[src/prt_pkg.sv]
// Package of the page reference count table: sizes, operation codes,
// register indexes and the controller command struct. Depends on nothing.
package prt_pkg;

  // Sizes of the table
  localparam int unsigned PAGE_BYTES  = 4096;
  localparam int unsigned NUM_PAGES   = 4096;
  localparam int unsigned COUNT_BITS  = 16;

  // Fixed field widths
  localparam int unsigned ADDR_W      = 48;
  localparam int unsigned FUNC_W      = 4;
  localparam int unsigned CFG_W       = 13;
  localparam int unsigned CFG_IDX_W   = 2;
  localparam int unsigned OUT_COUNT_W = 16;

  // Derived widths
  localparam int unsigned PAGE_SHIFT  = $clog2(PAGE_BYTES);
  localparam int unsigned PAGE_IDX_W  = ADDR_W - PAGE_SHIFT;
  localparam int unsigned IDX_W       = $clog2(NUM_PAGES);

  // Operation codes
  typedef enum logic [FUNC_W-1:0] {
    FN_TRY_REF      = 4'd0,
    FN_UNREF        = 4'd1,
    FN_RELEASE      = 4'd2,
    FN_CAN_FREE     = 4'd3,
    FN_IS_MANAGED   = 4'd4,
    FN_READ         = 4'd5,
    FN_FORCE_REF    = 4'd6,
    FN_RELEASE_LAST = 4'd7,
    FN_SET_MANAGED  = 4'd8
  } func_t;

  // Configuration register indexes
  typedef enum logic [CFG_IDX_W-1:0] {
    CFG_PAGE_LIMIT  = 2'd0,
    CFG_MAP_LENGTH  = 2'd1,
    CFG_TABLE_READY = 2'd2
  } cfg_idx_t;

  // Commands from the controller to the datapath
  typedef struct packed {
    logic             load;      // capture a request and read both memories
    logic             exec;      // evaluate, write back, register the result
    logic             clr_we;    // clearing pass writes one entry
    logic [IDX_W-1:0] clr_addr;  // entry cleared this cycle
  } cmd_t;

endpackage

[src/prt_ctrl.sv]
// Controller of the page reference count table: clearing pass after reset,
// request acceptance and result strobe. Depends on prt_pkg.
module prt_ctrl (
  input  logic          clk,
  input  logic          rst_n,
  input  logic          start,
  output logic          busy,
  output logic          out_valid,
  output prt_pkg::cmd_t cmd
);

  typedef enum logic [1:0] {
    S_CLEAR,
    S_IDLE,
    S_EXEC
  } state_t;

  state_t                    state_r, state_nxt;
  logic [prt_pkg::IDX_W-1:0] clr_cnt_r, clr_cnt_nxt;
  logic                      out_valid_r, out_valid_nxt;
  logic                      accept;

  assign busy   = (state_r != S_IDLE);
  assign accept = start && !busy;

  // Next state
  always_comb begin
    state_nxt     = state_r;
    clr_cnt_nxt   = clr_cnt_r;
    out_valid_nxt = 1'b0;
    unique case (state_r)
      S_CLEAR: begin
        clr_cnt_nxt = clr_cnt_r + prt_pkg::IDX_W'(1);
        if (clr_cnt_r == prt_pkg::IDX_W'(prt_pkg::NUM_PAGES - 1)) begin
          state_nxt = S_IDLE;
        end
      end
      S_IDLE: begin
        if (accept) begin
          state_nxt = S_EXEC;
        end
      end
      S_EXEC: begin
        out_valid_nxt = 1'b1;
        state_nxt     = S_IDLE;
      end
      default: state_nxt = S_CLEAR;
    endcase
  end

  // Hold state, clear counter and result strobe
  always_ff @(posedge clk) begin
    if (!rst_n) begin
      state_r     <= S_CLEAR;
      clr_cnt_r   <= '0;
      out_valid_r <= 1'b0;
    end else begin
      state_r     <= state_nxt;
      clr_cnt_r   <= clr_cnt_nxt;
      out_valid_r <= out_valid_nxt;
    end
  end

  // Drive datapath commands
  always_comb begin
    cmd.load     = accept;
    cmd.exec     = (state_r == S_EXEC);
    cmd.clr_we   = (state_r == S_CLEAR);
    cmd.clr_addr = clr_cnt_r;
  end

  assign out_valid = out_valid_r;

endmodule

[config.mk]
export PLATFORM = sky130hd
export DESIGN_NAME = prt_ctrl
export DESIGN_NICKNAME = d
export VERILOG_FILES = /design/src/prt_pkg.sv /design/src/prt_ctrl.sv
export SDC_FILE = /design/constraint.sdc
export NUM_CORES = 1
export LEC_CHECK = 0
export ABC_CLOCK_PERIOD_IN_PS = 1710
export BUFFER_PORTS_ARGS = -buffer_cell sky130_fd_sc_hd__clkbuf_2
export CAP_MARGIN = 20
export CORE_MARGIN = 2
export CORE_UTILIZATION = 48
export DETAILED_ROUTE_END_ITERATION = 10
export GPL_TIMING_DRIVEN = 0
export PLACE_DENSITY = 0.73
export SYNTH_ARGS = -nofsm -noshare
export SYNTH_HDL_FRONTEND = slang
export SYNTH_SLANG_ARGS = --single-unit
[constraint.sdc]
create_clock -name clk -period 1.71 [get_ports clk]
set_clock_uncertainty 0.15 [all_clocks]
set_input_delay 0.171 -clock clk [delete_from_list [all_inputs] [get_ports clk]]
set_output_delay 0.171 -clock clk [all_outputs]
set_load 0.01 [all_outputs]
==> out/qor.yml <==
run_status:
  status: "completed"
grt:
  grtUsageTotal: 0.1563
  first_global_vias: 503
  grt_max_degree: 11
  overflow: 0
  grt_pass1_wl_mm: 2.083
  antenna_found_initial: 0
sta:
  hold_viol_final: 0
  worstMarginPinSlew_ns: 0.3385
  fin_tns_setup_ns: 0
  slew_headroom: 0.7743
  min_period_ns: 1.535
  slew_viol_final: 0
  setup_violations: 0
  rsz0062_at_grt: "no"
  timing.final.crit_share: 0.8978
  fmax_mhz: 651.4
die:
  dieArea_um2: 1758
  die_w_um: 41.93
  start_util: 0.5242
  num_rows: 13
  core_um2: 1318
  dieHeight_um: 41.93
  io_pins: 20
clock_network:
  cts_setup_buffers: 0
  cts-buffers-inserted: 3
  clock-sinks: 15
  cts.htree.levels: 1
  clk_latency_ns: 0.27
  cts_tree: "built"
  cts_root_buf: "clkbuf_4"
  clockBufferDepth: 2
  path_clk_slew_ns: 0.09
  holdBufCountCts: 0
  cts_resized: 0
detailed_routing:
  via_count: 544
  first_iter_violations: 6
  vias_per_cell: 4.901
  dr.pass1.iters: 4
  drcViolationCount: 0
  detail_route.wl_per_cell_um: 11.13
  ant_nets: 0
  wl_mm: 1.235
critical_path:
  critPathArrivalTime_ns: 1.55
  cp-endpoint: "clr_cnt_r[9]"
  path_cells: "nor4bb_1 -> buf_4 -> nand4_1 -> xnor2_1 -> and2_1"
  endpoint_kind: "flip-flop"
  worstSetupPathDepth: 5
  worst-setup-path-type: "reg2reg"
  cp_top_family: "simple AND/OR/NAND/NOR gates"
  reg2reg_to: "clr_cnt_r[9]"
  startpoint: "clr_cnt_r[3]"
  cp-start-kind: "flip-flop"
  slowest_delay_ns: 0.38
  r2r_setup_slack_ns: 0.17
  worstRegToRegCells: 5
  rr_startpoint: "clr_cnt_r[3]"
  path_buf_inv: 1
  crit_path_top_delay_cell: "dfxtp_1"
  crit_required_ns: 1.73
  crit_path_max_fanout: 7
worst_hold_path:
  hp-class: "in2reg"
  worstHoldStart: "rst_n"
flow_run:
  cap_violations: 0
power:
  p_leak_nw: 0.3699
  p_int_mw: 0.4616
  p_comb_frac: 0.060
  power_frac_seq: 0.614
  swShare: 0.2168
  worst_ir_drop_vdd_uv: 374.5
  clockPowerShare: 0.326
  power.density_nw_per_um2: 709.4
  p_switching_mw: 0.1278
synth:
  synth_nets: 77
  ys_seq_area_frac: 0.4348
  ys_ff_latch: 15
  yosysWarnings: 0
  synthDistinctLibCells: 26
  netlist_area_um2: 690.7
  postSynthAreaPerCell_um2: 9.461
  syn_inst: 73
place:
  post-dp-hpwl_um: 930.5
  dpl-instance-area_um2: 804.5
  place_congestion: 0.7526
  port_buffers: 19
layout:
  final_cell_area_um2: 830.8
  final_common_cell: "clkbuf_2"
  nets: 101
  antennaDiodeCount: 0
  area_growth_pct: 20.29
  final_cell_mix: "19 x clkbuf_2, 15 x dfxtp_1, 12 x and2_1"
  layout-drive-gt1-share: 0.3021
cells by family after synthesis:
logic type | count (synthesis) | share of synthesized area
simple gates | 37 | 0.3243
flops | 15 | 0.4348
xor+xnor | 10 | 0.1268
compound gates | 5 | 0.05254
buf+inv | 5 | 0.04347
fa+ha+maj | 1 | 0.01811
synthesized netlist by cell type, drive strengths merged:
| cell type | n | area share |
|---|---|---|
| ha | 1 | 0.018 |
| a21boi | 1 | 0.011 |
| and4 | 1 | 0.014 |
| nand3 | 5 | 0.036 |
| nor2 | 3 | 0.016 |
| xor2 | 1 | 0.013 |
| clkbuf | 1 | 0.0054 |
| nor2b | 1 | 0.0091 |
| and2 | 13 | 0.12 |
| nand4 | 4 | 0.045 |
| nand2b | 2 | 0.018 |
| o31ai | 1 | 0.011 |
| nand2 | 4 | 0.025 |
| xnor2 | 9 | 0.11 |
| nor4bb | 1 | 0.014 |
| o21ai | 1 | 0.0072 |
| buf | 3 | 0.033 |
| dfxtp | 15 | 0.43 |
| o31a | 1 | 0.013 |
| inv | 1 | 0.0054 |
| and3 | 2 | 0.018 |
| nor3 | 1 | 0.0072 |
| o211ai | 1 | 0.011 |
per-stage QoR:
stage | setup WS (ns) | std cells | utilization | hold WS, ns | total power, mW
final | 0.1748 | 111 | 0.6306 | 0.05017 | 0.5893
after global routing | 0.04154 | 111 | 0.6306 | 0.05364 | 0.6195
after CTS | 0.1891 | 111 | 0.6306 | 0.04798 | 0.5963
after detailed placement | 0.2045 | 107 | 0.6106 | 0.3340 | 0.4059
after global placement | 0.2082 | 107 | 0.6106 | 0.3311 | 0.4052
after floorplan | 0.2149 | 73 | - | 0.1427 | 0.3908
final cells by class:
type                            count  area, um2
Sequential cell                    15      300.3
Clock buffer                        4      26.28
Buffer                              4      26.28
Multi-Input combinational cell     53      360.3
Inverter                            1      3.754
Timing Repair Buffer               19      95.09
Fill cell                         119      486.7
Tap cell                           15      18.77
per-layer routing:
layer | track usage | vias up | share of wire | wire [um]
met5 | 0 | - | 0 | 0
met4 | 0.07742 | 0 | 0.0089 | 11
met3 | 0.03913 | 2 | 0.040 | 50
met2 | 0.2563 | 10 | 0.46 | 568
met1 | 0.1882 | 242 | 0.49 | 604
li1 | - | 290 | - | -
worst register-to-register path, delay by kind of cell (launching register included):
kind                      cells  cell delay [ns]
xor gates and xnor gates      1             0.15
buffers and inverters         1             0.20
DFF                           1             0.38
and+or+nand+nor               3             0.57
power by group through the flow:
stage | Clock (mW) | Combinational (mW) | Sequential [mW]
2_1_floorplan | 0 | 0.0186 | 0.372
5_1_grt | 0.216 | 0.0407 | 0.363
3_5_place_dp | 0 | 0.0358 | 0.370
6_report | 0.192 | 0.0353 | 0.362
3_3_place_gp | 0 | 0.0352 | 0.370
4_1_cts | 0.199 | 0.0358 | 0.362
how the worst min path moves through the flow:
stage                        end  slack, ns  depth (start not counted)
finish              clr_cnt_r[5]       0.05                          2
global route        clr_cnt_r[6]       0.05                          2
CTS                 clr_cnt_r[6]       0.05                          2
detailed placement  clr_cnt_r[6]       0.33                          2
global placement    clr_cnt_r[7]       0.33                          2
floorplan           clr_cnt_r[5]       0.14                          1
flip-flops by register name, indices dropped and copies added (netlist names):
name       count
state_r        2
out_valid      1
clr_cnt_r     12
Note: power is estimated with default switching activity, not from simulation.
